[config.mk]
export PLATFORM = sky130hd
export DESIGN_NAME = oaids_pick
export DESIGN_NICKNAME = d
export VERILOG_FILES = /design/src/rtl/core/oaids_pkg.sv /design/src/rtl/core/oaids_pick.sv
export SDC_FILE = /design/constraint.sdc
export NUM_CORES = 1
export LEC_CHECK = 0
export BUFFER_PORTS_ARGS = -buffer_cell sky130_fd_sc_hd__buf_2
export CORE_AREA = 3 3 137 139
export DETAILED_ROUTE_END_ITERATION = 8
export DIE_AREA = 0 0 140 142
export MAX_ROUTING_LAYER = met4
export SYNTH_ARGS = -nofsm -noshare
export SYNTH_HDL_FRONTEND = slang
export SYNTH_SLANG_ARGS = --single-unit
[constraint.sdc]
create_clock -name aclk -period 2.1 [get_ports aclk]
set_input_delay 0.42 -clock aclk [delete_from_list [all_inputs] [get_ports aclk]]
set_output_delay 0.42 -clock aclk [all_outputs]
set_load 0.02 [all_outputs]
[src/rtl/core/oaids_pkg.sv]
package oaids_pkg;

    localparam int POS_W  = 7;
    localparam int DATA_W = 32;
    localparam int GRP    = 8;

    typedef enum logic [1:0] {
        MODE_READ   = 2'd0,
        MODE_INSERT = 2'd1,
        MODE_DELETE = 2'd2,
        MODE_SEARCH = 2'd3
    } mode_t;

    typedef enum logic [1:0] {
        STATUS_OK        = 2'd0,
        STATUS_INVALID   = 2'd1,
        STATUS_NOT_FOUND = 2'd2,
        STATUS_FULL      = 2'd3
    } status_t;

    typedef enum logic [2:0] {
        ST_IDLE,
        ST_CELL,
        ST_PICK_A,
        ST_PICK_B,
        ST_OUT
    } state_t;

    // Broadcast from the sequencer to every cell of the row.
    typedef struct packed {
        logic              step;
        logic              shift_up;
        logic              shift_down;
        logic              by_value;
        logic              by_index;
        logic [POS_W-1:0]  boundary;
        logic [POS_W-1:0]  count;
        logic [DATA_W-1:0] key;
    } cell_ctrl_t;

endpackage

[src/rtl/core/oaids_pick.sv]
module oaids_pick
    import oaids_pkg::*;
#(
    parameter int N = 8
) (
    input  logic              aclk,
    input  logic              hit_in  [N],
    input  logic [POS_W-1:0]  pos_in  [N],
    input  logic [DATA_W-1:0] data_in [N],
    output logic              hit_out,
    output logic [POS_W-1:0]  pos_out,
    output logic [DATA_W-1:0] data_out
);

    logic              hit_c;
    logic [POS_W-1:0]  pos_c;
    logic [DATA_W-1:0] data_c;
    logic              hit_reg;
    logic [POS_W-1:0]  pos_reg;
    logic [DATA_W-1:0] data_reg;

    // The lowest hitting input wins.
    always_comb begin
        hit_c  = 1'b0;
        pos_c  = '0;
        data_c = '0;
        for (int i = N - 1; i >= 0; i--) begin
            if (hit_in[i]) begin
                hit_c  = 1'b1;
                pos_c  = pos_in[i];
                data_c = data_in[i];
            end
        end
    end

    always_ff @(posedge aclk) begin
        hit_reg  <= hit_c;
        pos_reg  <= pos_c;
        data_reg <= data_c;
    end

    assign hit_out  = hit_reg;
    assign pos_out  = pos_reg;
    assign data_out = data_reg;

endmodule

==> impl_metrics.tcl <==
set metrics [dict create \
    die_y_um 142 \
    dpl.hpwl_mm 15.3 \
    status "finished, final reports clean" \
    start_kind "input port" \
    cts_tree "yes" \
    clock_sinks 40 \
    ys_seq_area_share_pct 27.3 \
    p_per_area_nw_per_um2 524 \
    clock_tree.buffer_depth 2 \
    cts_resized 0 \
    drtPass1Iterations 9 \
    cts_hold_buf 0 \
    netlist_instances 350 \
    gp_congestion 0.882 \
    overflow 0 \
    die_area_um2 19900 \
    avgViaCountPerCell 5.08 \
    setup_viol 0 \
    fin_setup_tns_ns 0 \
    crit_fanout 34 \
    synthSimpleGateAreaFrac_pct 11.7 \
    antenna_found_initial 0 \
    antenna_cells 0 \
    leakagePower_nw 2.44 \
    die_x_um 140 \
    synthMuxAreaShare_pct 0 \
    final.period_utilization_pct 77.7 \
    synth.distinct_cells 28 \
    drive_gt1_share_pct 57.4 \
    drv_cap 0 \
    slew-limit-headroom_pct 30.8 \
    ant_nets 0 \
    fin_nets 1017 \
    avgSynthCellArea_um2 8.38 \
    grt_pass1_vias 4916 \
    placementRows 49 \
    vias 4707 \
    grt_usage_pct 18.2 \
    synth_top_family_by_area "compound AO/OA/AOI/OAI gates" \
    fin_hold_ws_ns 0.366 \
    tightest_slew_ns 1.04 \
    hold_viol 0 \
    yosysWarnings 0 \
    rsz0062_at_grt "false" \
    clock-root-buffer "clkbuf_16" \
    synth_area_um2 2930 \
    grt_max_degree 35 \
    start_util_pct 16.5 \
    totalWireLength_mm 19.1 \
    path_clk_slew_ns 0.06 \
    final_area_um2 5170 \
    synth-compound-area-share_pct 52.2 \
    cts_made_buffers 5 \
    drt_iter0_drc 320 \
    sw_frac_of_total_pct 32.6 \
    pwr-share-seq_pct 31.6 \
    layout_min_cycle_time_ns 1.63 \
    cp.arrival_ns 1.86 \
    finalMaxSlewViolations 0 \
    ir_drop_v 0.000282 \
    crit_required_ns 2.33 \
    p_int_w 0.00183 \
    ys_ff_latch 40 \
    io_pins 361 \
    drc_errors 0 \
    clkPwrFrac_pct 33.9 \
    area_delta_synth_final_pct 76.1 \
    critical_path_class "in -> reg" \
    syn-num-nets 671 \
    p_sw_w 0.000884 \
    comb_power_share_pct 34.5 \
    synth_xor_area_share_pct 0 \
    place_area_um2 5000 \
    grt_pass1_wl_mm 26.7 \
    cts_setup_buffers 0 \
    drt-wirelength-per-cell_um 20.6 \
    crit_path_end_kind "flop" \
    clock.fmax_ghz 0.613 \
    hold_path.class "in -> reg" \
    cts-htree-levels 2 \
    portBuffers 360 \
    coreArea_um2 17800 \
    synth_fa_ha_area_share_pct 0 \
    total_power_w 0.00271 \
]
==> cells by family after synthesis <==
group | Yosys count
AO/OA/AOI/OAI | 199
buffers and inverters | 51
flip-flops | 40
AND/OR/NAND/NOR | 60
==> metrics by stage <==
step	setup slack (ns)	utilization, %	std cells
final	0.467	29.1	926
after global routing	0.414	29.1	926
after CTS	0.496	29.1	926
after detailed placement	0.186	28.1	918
after global placement	0.204	28.1	918
after floorplan	0.560	-	350
==> synthesized netlist by cell type <==
master | number | area [um^2]
buf_6 | 5 | 56.3
nor3b_1 | 1 | 7.51
o221ai_1 | 4 | 35.0
nand4_1 | 1 | 6.26
nand3_1 | 1 | 5.00
or2_1 | 2 | 12.5
a21oi_2 | 1 | 8.76
o22ai_1 | 34 | 213
nand2b_1 | 37 | 231
nor2_2 | 1 | 6.26
clkbuf_1 | 21 | 78.8
buf_4 | 3 | 22.5
buf_2 | 15 | 75.1
a221o_1 | 35 | 350
buf_1 | 1 | 3.75
a221oi_1 | 38 | 333
a31oi_1 | 1 | 6.26
o2111ai_1 | 34 | 298
nor2b_1 | 4 | 25.0
a21oi_1 | 40 | 200
o2111ai_2 | 1 | 15.0
a22oi_1 | 7 | 52.6
inv_1 | 5 | 18.8
dfxtp_1 | 40 | 801
nand2_1 | 8 | 30.0
nor2_1 | 5 | 18.8
clkinv_1 | 1 | 3.75
o21ai_0 | 4 | 20.0
==> cells in the final DEF, fill, tap and decap left out, types with 2 or more instances in the layout <==
master     Yosys  final
a21oi_1       40     40
a221o_1       35     35
a221oi_1      38     38
a22oi_1        7      7
buf_2         15    360
buf_4          3     23
clkbuf_16      0      5
dfxtp_1       40     40
inv_1          5      5
nand2_1        8      7
nand2b_1      37     36
nor2_1         5      5
nor2b_1        4      2
nor2b_4        0      2
o2111ai_1     34     34
o21ai_0        4      4
o221ai_1       4      4
o22ai_1       34     34
or2_2          0      2
==> routing by layer <==
metal,share of wire [%],up-vias,global-route usage (%)
met4,3.1,0,7.96
met1,38,2183,20.0
met5,0,-,-
met2,51,314,32.2
li1,-,2171,-
met3,7.9,39,3.60
==> worst paths after layout <==
path / start / to / slack (ns) / cells after the start
setup / recovery: hit_in[4] / data_out[0] / 0.47 / 4
hold / removal: data_in[206] / data_out[14] / 0.37 / 3
==> area by class of cell <==
class                      instances  area (um^2)
fill                            1964        12600
multi-input combinational        259         1900
clock inverter                     2         35.0
sequential                        40          801
tap                              229          287
inverter                           6         22.5
timing repair buffer             384         1990
clock buffer                       6          129
==> flip-flops by register name, summed over array words and instances, names as in the netlist <==
register / flops
pos_out: 7
hit_out: 1
data_out: 32
==> worst max-delay path, stage by stage <==
cell      delay [ns]
buf_2           0.09
nor2b_4         0.83
a221oi_1        0.31
a21oi_1         0.20
==> power groups by stage <==
| stage | clock, W | combinational, W | sequential [W] |
|---|---|---|---|
| after CTS | 0.000966 | 0.000936 | 0.000857 |
| final | 0.000918 | 0.000936 | 0.000856 |
| after global routing | 0.000977 | 0.00101 | 0.000862 |
| after detailed placement | 0 | 0.000933 | 0.000873 |
| after floorplan | 0 | 0.000317 | 0.000970 |
| after global placement | 0 | 0.000927 | 0.000872 |
No activity file was read; power rests on OpenSTA's default activity.
