[src/rtl/core/oaids_pkg.sv]
package oaids_pkg;

    localparam int POS_W  = 7;
    localparam int DATA_W = 32;
    localparam int GRP    = 8;

    typedef enum logic [1:0] {
        MODE_READ   = 2'd0,
        MODE_INSERT = 2'd1,
        MODE_DELETE = 2'd2,
        MODE_SEARCH = 2'd3
    } mode_t;

    typedef enum logic [1:0] {
        STATUS_OK        = 2'd0,
        STATUS_INVALID   = 2'd1,
        STATUS_NOT_FOUND = 2'd2,
        STATUS_FULL      = 2'd3
    } status_t;

    typedef enum logic [2:0] {
        ST_IDLE,
        ST_CELL,
        ST_PICK_A,
        ST_PICK_B,
        ST_OUT
    } state_t;

    // Broadcast from the sequencer to every cell of the row.
    typedef struct packed {
        logic              step;
        logic              shift_up;
        logic              shift_down;
        logic              by_value;
        logic              by_index;
        logic [POS_W-1:0]  boundary;
        logic [POS_W-1:0]  count;
        logic [DATA_W-1:0] key;
    } cell_ctrl_t;

endpackage

[src/rtl/core/oaids_cell.sv]
module oaids_cell
    import oaids_pkg::*;
#(
    parameter int INDEX = 0
) (
    input  logic              aclk,
    input  cell_ctrl_t        ctrl,
    input  logic [DATA_W-1:0] left_data,
    input  logic [DATA_W-1:0] right_data,
    output logic [DATA_W-1:0] data_out,
    output logic              match_out
);

    localparam logic [POS_W-1:0] IDX = POS_W'(INDEX);

    logic [DATA_W-1:0] data_reg;
    logic              match_reg;

    // An insert pulls from the lower neighbor, a delete from the upper one.
    always_ff @(posedge aclk) begin
        if (ctrl.step) begin
            if (ctrl.shift_up) begin
                if (IDX > ctrl.boundary) begin
                    data_reg <= left_data;
                end else if (IDX == ctrl.boundary) begin
                    data_reg <= ctrl.key;
                end
            end else if (ctrl.shift_down && IDX >= ctrl.boundary) begin
                data_reg <= right_data;
            end
            match_reg <= (ctrl.by_value && data_reg == ctrl.key && IDX < ctrl.count)
                      || (ctrl.by_index && IDX == ctrl.boundary);
        end
    end

    assign data_out  = data_reg;
    assign match_out = match_reg;

endmodule

[config.mk]
export PLATFORM = sky130hd
export DESIGN_NAME = oaids_cell
export DESIGN_NICKNAME = d
export VERILOG_FILES = /design/src/rtl/core/oaids_pkg.sv /design/src/rtl/core/oaids_cell.sv
export SDC_FILE = /design/constraint.sdc
export NUM_CORES = 1
export LEC_CHECK = 0
export ABC_AREA = 0
export ABC_CLOCK_PERIOD_IN_PS = 6600
export BUFFER_PORTS_ARGS = -buffer_cell sky130_fd_sc_hd__buf_2
export CAP_MARGIN = 20
export CELL_PAD_IN_SITES_DETAIL_PLACEMENT = 0
export CELL_PAD_IN_SITES_GLOBAL_PLACEMENT = 1
export CORE_UTILIZATION = 30
export DETAILED_ROUTE_END_ITERATION = 16
export GPL_ROUTABILITY_DRIVEN = 0
export GPL_TIMING_DRIVEN = 1
export PLACE_DENSITY_LB_ADDON = 0.1
export SYNTH_ARGS = -nofsm -noshare
export SYNTH_HDL_FRONTEND = slang
export SYNTH_SLANG_ARGS = --single-unit
[constraint.sdc]
create_clock -name aclk -period 6.6 [get_ports aclk]
set_clock_uncertainty 0.15 [all_clocks]
set_input_delay 1.98 -clock aclk [delete_from_list [all_inputs] [get_ports aclk]]
set_output_delay 1.98 -clock aclk [all_outputs]
set_load 0.05 [all_outputs]
==> impl_metrics.env, run 1 <==
export IMPL_path_class="primary input to flop"
export IMPL_post_place_ws_ns=2.76
export IMPL_numCtsBuffers=5
export IMPL_wl_um=4130
export IMPL_crit_arrival_ns=3.30
export IMPL_hpwl_um=3160
export IMPL_grt_first_pass_wirelength_um=6460
export IMPL_syn_area_per_cell_um2=14.8
export IMPL_holdPathStages=3
export IMPL_start_util=0.316
export IMPL_die_h_um=78.9
export IMPL_yosysTopAreaCellShare=0.559
export IMPL_maxCapViolCount=0
export IMPL_netlist_area_um2=1770
export IMPL_drt_wirelength_per_cell_um=13.2
export IMPL_hold_path_end="match_out$_DFFE_PP_"
export IMPL_cp_end_kind="flop"
export IMPL_syn2layout_area_growth_pct=41.7
export IMPL_r2r_start="data_out[14]$_DFFE_PP_"
export IMPL_finalCritPeriodShare=0.533
export IMPL_fin_area_um2=2510
export IMPL_clk_pin_slew_ns=0.06
export IMPL_synth_top_cell_by_area="edfxtp_1"
export IMPL_coreArea_um2=5610
export IMPL_setup_slack_ns=3.08
export IMPL_finalNetCount=356
export IMPL_r2r_cells=4
export IMPL_ys_flop_type="edfxtp_1"
export IMPL_required_ns=6.38
export IMPL_reg2reg_slack_ns=4.94
export IMPL_power_density_nw_per_um2=175
export IMPL_ctsResizeCount=0
export IMPL_num_vias=1388
export IMPL_fmax_mhz=284
export IMPL_grt_pass1_vias=1357
export IMPL_synth_edf_count=33
export IMPL_ant_nets=0
export IMPL_maxSlewHeadroom=0.478
export IMPL_hp_class="flop to flop"
export IMPL_antenna_found_initial=0
export IMPL_die_area_um2=6220
export IMPL_io_buffers=116
export IMPL_vdd_drop_max_v=0.0000710
export IMPL_drive_gt1_frac=0.643
export IMPL_async_reset_ff_frac=0
export IMPL_hold_buffers=0
export IMPL_synthMostInstantiatedCell="edfxtp_1"
export IMPL_clockBufferDepth=2
export IMPL_hold_viol_final=0
export IMPL_cts_tree="built"
export IMPL_synth_net_count=236
export IMPL_rows=27
export IMPL_finalNonFillerCells=313
export IMPL_ys_warn_count=0
export IMPL_cts_sinks=33
export IMPL_io_pin_count=149
export IMPL_place_area_um2=2430
export IMPL_drt_first_pass_iters=4
export IMPL_place_inst=305
export IMPL_insertion_delay_ns=0.28
export IMPL_critPathLaunch="ctrl[49]"
export IMPL_postCtsSetupRepairBufs=0
export IMPL_rsz0062_at_grt="no"
export IMPL_slew_violations=0
export IMPL_total_power_uw=440
export IMPL_cp_start_kind="primary input"
export IMPL_cts_root_buf="clkbuf_8"
export IMPL_r2r_end="match_out$_DFFE_PP_"
export IMPL_grt_overflow_total=0
export IMPL_setup_tns_ns=0
export IMPL_cts_max_level=2
export IMPL_worst_pin_slew_ns=0.784
export IMPL_synth_seq_cells=33
export IMPL_route_detailed_drc=0
export IMPL_path_max_fanout=33
export IMPL_final_setup_viol_count=0
export IMPL_via_per_inst=4.43
export IMPL_grt_max_degree=34
export IMPL_synth_common_cells="33 x edfxtp_1, 32 x mux2_2, 31 x xor2_1"
export IMPL_period_needed_ns=3.52
export IMPL_synthCells=120
export IMPL_synth_area_top_cells="edfxtp_1 56%, mux2_2 20%, xor2_1 15%"
export IMPL_run_status="completed"
export IMPL_grt_usage=0.138
export IMPL_yosys_cell_types_count=14
export IMPL_ys_seq_area_frac=0.559
export IMPL_n_antenna_cell=0
export IMPL_p_leak_nw=1.07
export IMPL_drtIter0Drc=56
export IMPL_die_x_um=78.9
export IMPL_holdCritStartpoint="data_out[25]$_DFFE_PP_"
worst max path at each step:
stage | to | cells after the start | slack [ns]
after detailed placement | data_out[14]$_DFFE_PP_ | 3 | 2.76
final | data_out[0]$_DFFE_PP_ | 3 | 3.08
after global routing | data_out[25]$_DFFE_PP_ | 3 | 2.97
after global placement | data_out[3]$_DFFE_PP_ | 3 | 2.75
after floorplan | data_out[0]$_DFFE_PP_ | 3 | 2.76
after CTS | data_out[7]$_DFFE_PP_ | 3 | 3.06
layout make-up:
| class | instances | area (µm²) |
|---|---|---|
| Multi-Input combinational cell | 83 | 763 |
| Timing Repair Buffer | 117 | 588 |
| Clock buffer | 8 | 80.1 |
| Fill cell | 580 | 3100 |
| Tap cell | 72 | 90.1 |
| Sequential cell | 33 | 991 |
cell families after synthesis:
family,synth area share
flops,0.559
xor+xnor,0.158
mux,0.203
simple gates,0.0586
buf+inv,0.0106
compound gates,0.0106
per-stage QoR:
stage / hold WS (ns) / util
3_3_place_gp: 0.611 / 0.434
4_1_cts: 0.622 / 0.448
3_5_place_dp: 0.612 / 0.434
6_report: 0.601 / 0.448
2_1_floorplan: 0.895 / -
5_1_grt: 0.646 / 0.448
routing by layer:
metal	track usage	wire length (µm)
met1	0.166	1750
met2	0.232	2000
met3	0.0448	335
met4	0.0436	35
met5	0	0
cell usage in the layout (no fill, tap or decap):
cell      synthesis  final
clkbuf_1          1      3
xor2_1           31     31
xnor2_1           1      1
nand4_1           2      2
edfxtp_1         33     33
nor4_2            1      1
o2111a_1          1      1
nor4_1            8      8
buf_4             0      1
mux2_2           32     32
nand3_1           2      2
buf_2             3    116
nor3_1            3      3
o31ai_1           1      1
nand2_1           1      1
clkbuf_8          0      5
sequential cells by signal, indices dropped and copies added, names as in the netlist:
name	flops
data_out	32
match_out	1
critical path, stage by stage:
cell and delay, ns:
buf_2 0.60, o2111a_1 0.29, buf_4 0.38
power by group:
group          total, mW  leakage [nW]  internal [mW]  switching, mW
Combinational     0.0622         0.737         0.0369         0.0253
Clock              0.144        0.0395         0.0749         0.0695
Sequential         0.233         0.297          0.233       0.000410
Total              0.440          1.07          0.345         0.0952
Power figures use the tool's default switching activity.
==> inputs of run 2 (changes only) <==
--- a/config.mk
+++ b/config.mk
@@ -5,13 +5,13 @@
 export SDC_FILE = /design/constraint.sdc
 export NUM_CORES = 1
 export LEC_CHECK = 0
-export ABC_AREA = 0
-export ABC_CLOCK_PERIOD_IN_PS = 6600
+export ABC_AREA = 1
+export ABC_CLOCK_PERIOD_IN_PS = 3550
 export BUFFER_PORTS_ARGS = -buffer_cell sky130_fd_sc_hd__buf_2
 export CAP_MARGIN = 20
 export CELL_PAD_IN_SITES_DETAIL_PLACEMENT = 0
 export CELL_PAD_IN_SITES_GLOBAL_PLACEMENT = 1
-export CORE_UTILIZATION = 30
+export CORE_UTILIZATION = 27
 export DETAILED_ROUTE_END_ITERATION = 16
 export GPL_ROUTABILITY_DRIVEN = 0
 export GPL_TIMING_DRIVEN = 1
==> constraint.sdc (replaced) <==
create_clock -name aclk -period 3.55 [get_ports aclk]
set_clock_uncertainty 0.15 [all_clocks]
set_input_delay 1.065 -clock aclk [delete_from_list [all_inputs] [get_ports aclk]]
set_output_delay 1.065 -clock aclk [all_outputs]
set_load 0.05 [all_outputs]
==> impl_metrics.env, run 2 <==
export IMPL_run_status="completed"
export IMPL_cp_start_kind="primary input"
export IMPL_register_area_um2=991
export IMPL_nFillCells=840
export IMPL_synth_common_cells="73 x nand2_1, 53 x inv_1, 36 x nor2_1"
export IMPL_period_needed_ns=2.46
export IMPL_r2r_start="data_out[25]$_DFFE_PP_"
export IMPL_clk_pin_slew_ns=0.07
export IMPL_grt_first_pass_wirelength_um=8180
export IMPL_fmax_mhz=407
export IMPL_hp_class="flop to flop"
export IMPL_cts_sinks=33
export IMPL_ant_nets=0
export IMPL_drive_gt1_frac=0.359
export IMPL_syn2layout_area_growth_pct=38.8
export IMPL_slowest_delay_ns=0.50
export IMPL_cts_max_level=2
export IMPL_drtIter0Drc=66
export IMPL_cp_end_kind="flop"
export IMPL_p_leak_nw=1.47
export IMPL_cp_num_cells=5
export IMPL_path_class="primary input to flop"
export IMPL_post_place_ws_ns=0.784
export IMPL_synth_edf_count=33
export IMPL_path_cells="buf_2, nor4_1, and2_1, o211a_1, buf_12"
export IMPL_final_setup_viol_count=0
export IMPL_num_vias=1925
export IMPL_grt_usage=0.140
export IMPL_ys_seq_area_frac=0.489
export IMPL_worst_pin_slew_ns=0.564
export IMPL_synth_seq_cells=33
export IMPL_hpwl_um=4210
export IMPL_fin_area_um2=2810
export IMPL_finalNetCount=492
export IMPL_cts_root_buf="clkbuf_8"
export IMPL_clockBufferDepth=2
export IMPL_maxCapViolCount=0
export IMPL_p_seq_frac=0.521
export IMPL_synth_net_count=372
export IMPL_syn_area_per_cell_um2=7.92
export IMPL_crit_slowest_cell="o211a_1"
export IMPL_setup_tns_ns=0
export IMPL_ys_warn_count=0
export IMPL_r2r_end="match_out$_DFFE_PP_"
export IMPL_slew_violations=0
export IMPL_final_cell_mix="116 x buf_2, 73 x nand2_1, 53 x inv_1, 36 x nor2_1, 33 x edfxtp_1"
export IMPL_largest_reg_flops=32
export IMPL_synth_area_top_cells="edfxtp_1 49%, nand2_1 14%, inv_1 9.8%"
export IMPL_grt_max_degree=54
export IMPL_place_inst=468
export IMPL_critPathCapture="data_out[4]$_DFFE_PP_"
export IMPL_p_int_uw=630
export IMPL_crit_arrival_ns=2.30
export IMPL_maxSlewHeadroom=0.624
export IMPL_p_sw_frac=0.244
export IMPL_vdd_drop_max_v=0.000177
export IMPL_ys_flop_type="edfxtp_1"
export IMPL_insertion_delay_ns=0.28
export IMPL_numCtsBuffers=5
export IMPL_path_buf_inv=2
export IMPL_io_pin_count=149
export IMPL_path_delay_family="compound AO/OA/AOI/OAI gates"
export IMPL_wl_um=5270
export IMPL_finalCritPeriodShare=0.693
export IMPL_whs_ns=0.674
export IMPL_combinationalPowerShare=0.152
export IMPL_required_ns=3.40
export IMPL_yosys_cell_types_count=17
export IMPL_power_frac_clock=0.327
export IMPL_ctsResizeCount=0
export IMPL_critPathLaunch="ctrl[42]"
export IMPL_multi_input_comb_area_um2=795
export IMPL_grt_overflow_total=0
export IMPL_hold_viol_final=0
export IMPL_setup_slack_ns=1.09
export IMPL_coreArea_um2=7250
export IMPL_rsz0062_at_grt="no"
export IMPL_r2r_cells=7
export IMPL_start_util=0.279
export IMPL_synth_top_cell_by_area="edfxtp_1"
export IMPL_yosysTopAreaCellShare=0.489
export IMPL_grt_pass1_vias=1830
export IMPL_route_detailed_drc=0
export IMPL_die_area_um2=7860
export IMPL_via_per_inst=4.05
export IMPL_synthCells=256
export IMPL_drt_wirelength_per_cell_um=11.1
export IMPL_synthMostInstantiatedCell="nand2_1"
export IMPL_drt_first_pass_iters=3
export IMPL_antenna_found_initial=0
export IMPL_n_antenna_cell=0
export IMPL_reg2reg_slack_ns=2.13
export IMPL_netlist_area_um2=2030
export IMPL_finalNonFillerCells=475
export IMPL_final_util=0.388
export IMPL_cts_tree="built"
export IMPL_path_max_fanout=13
export IMPL_die_x_um=88.6
export IMPL_rows=31
export IMPL_place_area_um2=2740
export IMPL_postCtsSetupRepairBufs=0
export IMPL_hold_buffers=0
export IMPL_async_reset_ff_frac=0
export IMPL_die_h_um=88.6
export IMPL_p_switching_uw=203
export IMPL_final_common_cell="buf_2"
export IMPL_io_buffers=116
export IMPL_total_power_uw=833
export IMPL_power_density_nw_per_um2=296
## run 2: kinds of logic after synthesis
| kind of cell | synth area share |
|---|---|
| xor+xnor | 0.0346 |
| compound gates | 0.0728 |
| simple gates | 0.223 |
| buf+inv | 0.119 |
| mux | 0.0611 |
| flops | 0.489 |
## run 2: cell type report
| cell class | count | area share |
|---|---|---|
| sequential | 33 | 0.352 |
| inverter | 53 | 0.0707 |
| tap | 99 | 0.0440 |
| timing repair buffer | 119 | 0.223 |
| multi-input combinational | 164 | 0.282 |
| clock buffer | 6 | 0.0258 |
| clock inverter | 1 | 0.00133 |
## run 2: worst min path at each step
stage / from / to / cells after the start
6_report: data_out[28]$_DFFE_PP_ / match_out$_DFFE_PP_ / 5
3_3_place_gp: data_out[28]$_DFFE_PP_ / match_out$_DFFE_PP_ / 5
5_1_grt: data_out[28]$_DFFE_PP_ / match_out$_DFFE_PP_ / 5
2_1_floorplan: data_out[28]$_DFFE_PP_ / match_out$_DFFE_PP_ / 5
3_5_place_dp: data_out[28]$_DFFE_PP_ / match_out$_DFFE_PP_ / 5
4_1_cts: data_out[28]$_DFFE_PP_ / match_out$_DFFE_PP_ / 5
## run 2: routing by layer
metal | up-vias | track usage | share of wire
met5 | - | 0 | 0
met4 | 0 | 0.0513 | 0.016
met3 | 7 | 0.0504 | 0.082
met2 | 66 | 0.236 | 0.46
met1 | 816 | 0.164 | 0.44
li1 | 1036 | - | -
## run 2: power by group through the flow
| stage | combinational [mW] | clock (mW) | sequential [mW] |
|---|---|---|---|
| after floorplan | 0.0628 | 0 | 0.449 |
| after global placement | 0.128 | 0 | 0.442 |
| after detailed placement | 0.129 | 0 | 0.443 |
| after CTS | 0.130 | 0.285 | 0.434 |
| after global routing | 0.145 | 0.304 | 0.434 |
| final | 0.127 | 0.272 | 0.434 |
## run 2: tightest hold or removal path: cells and delay by family, from the launching register on
kind	cells	cell delay (ns)
DFF	1	0.35
and+or+nand+nor	4	0.23
xor gates and xnor gates	1	0.07
==> inputs of run 3 (changes only) <==
--- a/config.mk
+++ b/config.mk
@@ -5,13 +5,13 @@
 export SDC_FILE = /design/constraint.sdc
 export NUM_CORES = 1
 export LEC_CHECK = 0
-export ABC_AREA = 1
-export ABC_CLOCK_PERIOD_IN_PS = 3550
+export ABC_AREA = 0
+export ABC_CLOCK_PERIOD_IN_PS = 2210
 export BUFFER_PORTS_ARGS = -buffer_cell sky130_fd_sc_hd__buf_2
 export CAP_MARGIN = 20
 export CELL_PAD_IN_SITES_DETAIL_PLACEMENT = 0
 export CELL_PAD_IN_SITES_GLOBAL_PLACEMENT = 1
-export CORE_UTILIZATION = 27
+export CORE_UTILIZATION = 25
 export DETAILED_ROUTE_END_ITERATION = 16
 export GPL_ROUTABILITY_DRIVEN = 0
 export GPL_TIMING_DRIVEN = 1
==> constraint.sdc (replaced) <==
create_clock -name aclk -period 2.21 [get_ports aclk]
set_clock_uncertainty 0.15 [all_clocks]
set_input_delay 0.663 -clock aclk [delete_from_list [all_inputs] [get_ports aclk]]
set_output_delay 0.663 -clock aclk [all_outputs]
set_load 0.05 [all_outputs]
==> impl_metrics.env, run 3 (synthesized netlist as in run 1, its figures left out) <==
export IMPL_p_leak_nw=1.11
export IMPL_setup_tns_ns=0
export IMPL_path_cells="buf_2, xor2_1, nor4_1, nand4_1, o31ai_1"
export IMPL_cp_num_cells=5
export IMPL_wl_um=4440
export IMPL_required_ns=2.17
export IMPL_cts_max_level=2
export IMPL_cp_start_kind="primary input"
export IMPL_clk_pin_slew_ns=0.07
export IMPL_final_cell_mix="116 x buf_2, 33 x edfxtp_1, 32 x mux2_2, 31 x xor2_1, 8 x nor4_1"
export IMPL_path_delay_family="simple AND/OR/NAND/NOR gates"
export IMPL_power_density_nw_per_um2=503
export IMPL_finalNonFillerCells=343
export IMPL_period_needed_ns=1.82
export IMPL_die_x_um=86.2
export IMPL_slew_violations=0
export IMPL_nFillCells=699
export IMPL_route_detailed_drc=0
export IMPL_drive_gt1_frac=0.660
export IMPL_maxCapViolCount=0
export IMPL_coreArea_um2=6830
export IMPL_syn2layout_area_growth_pct=47.6
export IMPL_hold_viol_final=0
export IMPL_grt_overflow_total=0
export IMPL_drt_first_pass_iters=6
export IMPL_grt_max_degree=19
export IMPL_grt_pass1_vias=1405
export IMPL_cts_tree="built"
export IMPL_whs_ns=0.453
export IMPL_insertion_delay_ns=0.28
export IMPL_finalNetCount=363
export IMPL_maxSlewHeadroom=0.726
export IMPL_grt_usage=0.122
export IMPL_rows=30
export IMPL_io_buffers=116
export IMPL_n_antenna_cell=0
export IMPL_die_h_um=86.2
export IMPL_postCtsSetupRepairBufs=0
export IMPL_io_pin_count=149
export IMPL_cts_root_buf="clkbuf_8"
export IMPL_r2r_cells=4
export IMPL_fmax_mhz=549
export IMPL_cp_end_kind="flop"
export IMPL_hold_buffers=0
export IMPL_grt_first_pass_wirelength_um=6840
export IMPL_crit_arrival_ns=1.79
export IMPL_drt_wirelength_per_cell_um=12.9
export IMPL_post_place_ws_ns=0.0669
export IMPL_drtIter0Drc=65
export IMPL_ctsResizeCount=0
export IMPL_cts_sinks=33
export IMPL_path_buf_inv=1
export IMPL_largest_reg_flops=32
export IMPL_hp_class="primary input to flop"
export IMPL_path_max_fanout=2
export IMPL_clockBufferDepth=2
export IMPL_final_common_cell="buf_2"
export IMPL_place_inst=336
export IMPL_setup_slack_ns=0.388
export IMPL_final_setup_viol_count=0
export IMPL_worst_pin_slew_ns=0.407
export IMPL_antenna_found_initial=0
export IMPL_via_per_inst=4.15
export IMPL_num_vias=1424
export IMPL_die_area_um2=7430
export IMPL_start_util=0.260
export IMPL_numCtsBuffers=5
export IMPL_ant_nets=0
export IMPL_hpwl_um=3640
export IMPL_finalCritPeriodShare=0.825
export IMPL_holdPathStages=1
export IMPL_vdd_drop_max_v=0.000257
export IMPL_path_class="primary input to flop"
export IMPL_slowest_delay_ns=0.41
export IMPL_total_power_mw=1.32
export IMPL_rsz0062_at_grt="no"
export IMPL_run_status="completed"
export IMPL_crit_slowest_cell="nor4_1"
==> run 3: changes by cell type in the layout (fill, tap and decap cells not counted), sizes merged, moves of 3 or more <==
cell | before | now
xor2 | 0 | 31
nor4 | 1 | 9
nand2 | 73 | 1
inv | 53 | 0
o21ai | 3 | 0
a21oi | 22 | 0
buf | 119 | 124
xnor2 | 8 | 1
nor2 | 36 | 0
mux2 | 11 | 32
==> run 3: per-layer routing <==
layer  vias to the layer above  track usage  share of wire
li1                        707            -              -
met1                       626        0.151           0.43
met2                        84        0.197           0.46
met3                         7       0.0419           0.10
met4                         0       0.0455          0.014
met5                         -            0              0
==> run 3: power breakdown <==
| part | total [mW] | internal [mW] | switching, mW | leakage, nW |
|---|---|---|---|---|
| combinational | 0.194 | 0.116 | 0.0783 | 0.776 |
| clock | 0.427 | 0.212 | 0.214 | 0.0387 |
| sequential | 0.697 | 0.696 | 0.00124 | 0.297 |
| total | 1.32 | 1.02 | 0.294 | 1.11 |
==> run 3: worst paths after layout <==
path	slack, ns	startpoint	to
worst min register to register	0.60	data_out[25]$_DFFE_PP_	match_out$_DFFE_PP_
worst max register to register	0.48	data_out[17]$_DFFE_PP_	match_out$_DFFE_PP_
worst max-delay path	0.39	ctrl[17]	match_out$_DFFE_PP_
worst min-delay path	0.45	ctrl[50]	match_out$_DFFE_PP_
==> run 3: cell type report <==
| type | count | area (µm²) | share of cell area |
|---|---|---|---|
| clock buffers | 6 | 72.6 | 0.0277 |
| clock inverters | 1 | 3.75 | 0.00143 |
| multi-input cells | 83 | 764 | 0.292 |
| flip-flops and latches | 33 | 991 | 0.379 |
| well taps | 96 | 120 | 0.0459 |
| repair buffers | 124 | 666 | 0.254 |
==> run 3: metrics by stage <==
step	util	instance area [µm²]
3_5_place_dp	0.372	2540
2_1_floorplan	-	1770
5_1_grt	0.383	2620
4_1_cts	0.383	2620
6_report	0.383	2620
3_3_place_gp	0.372	2540
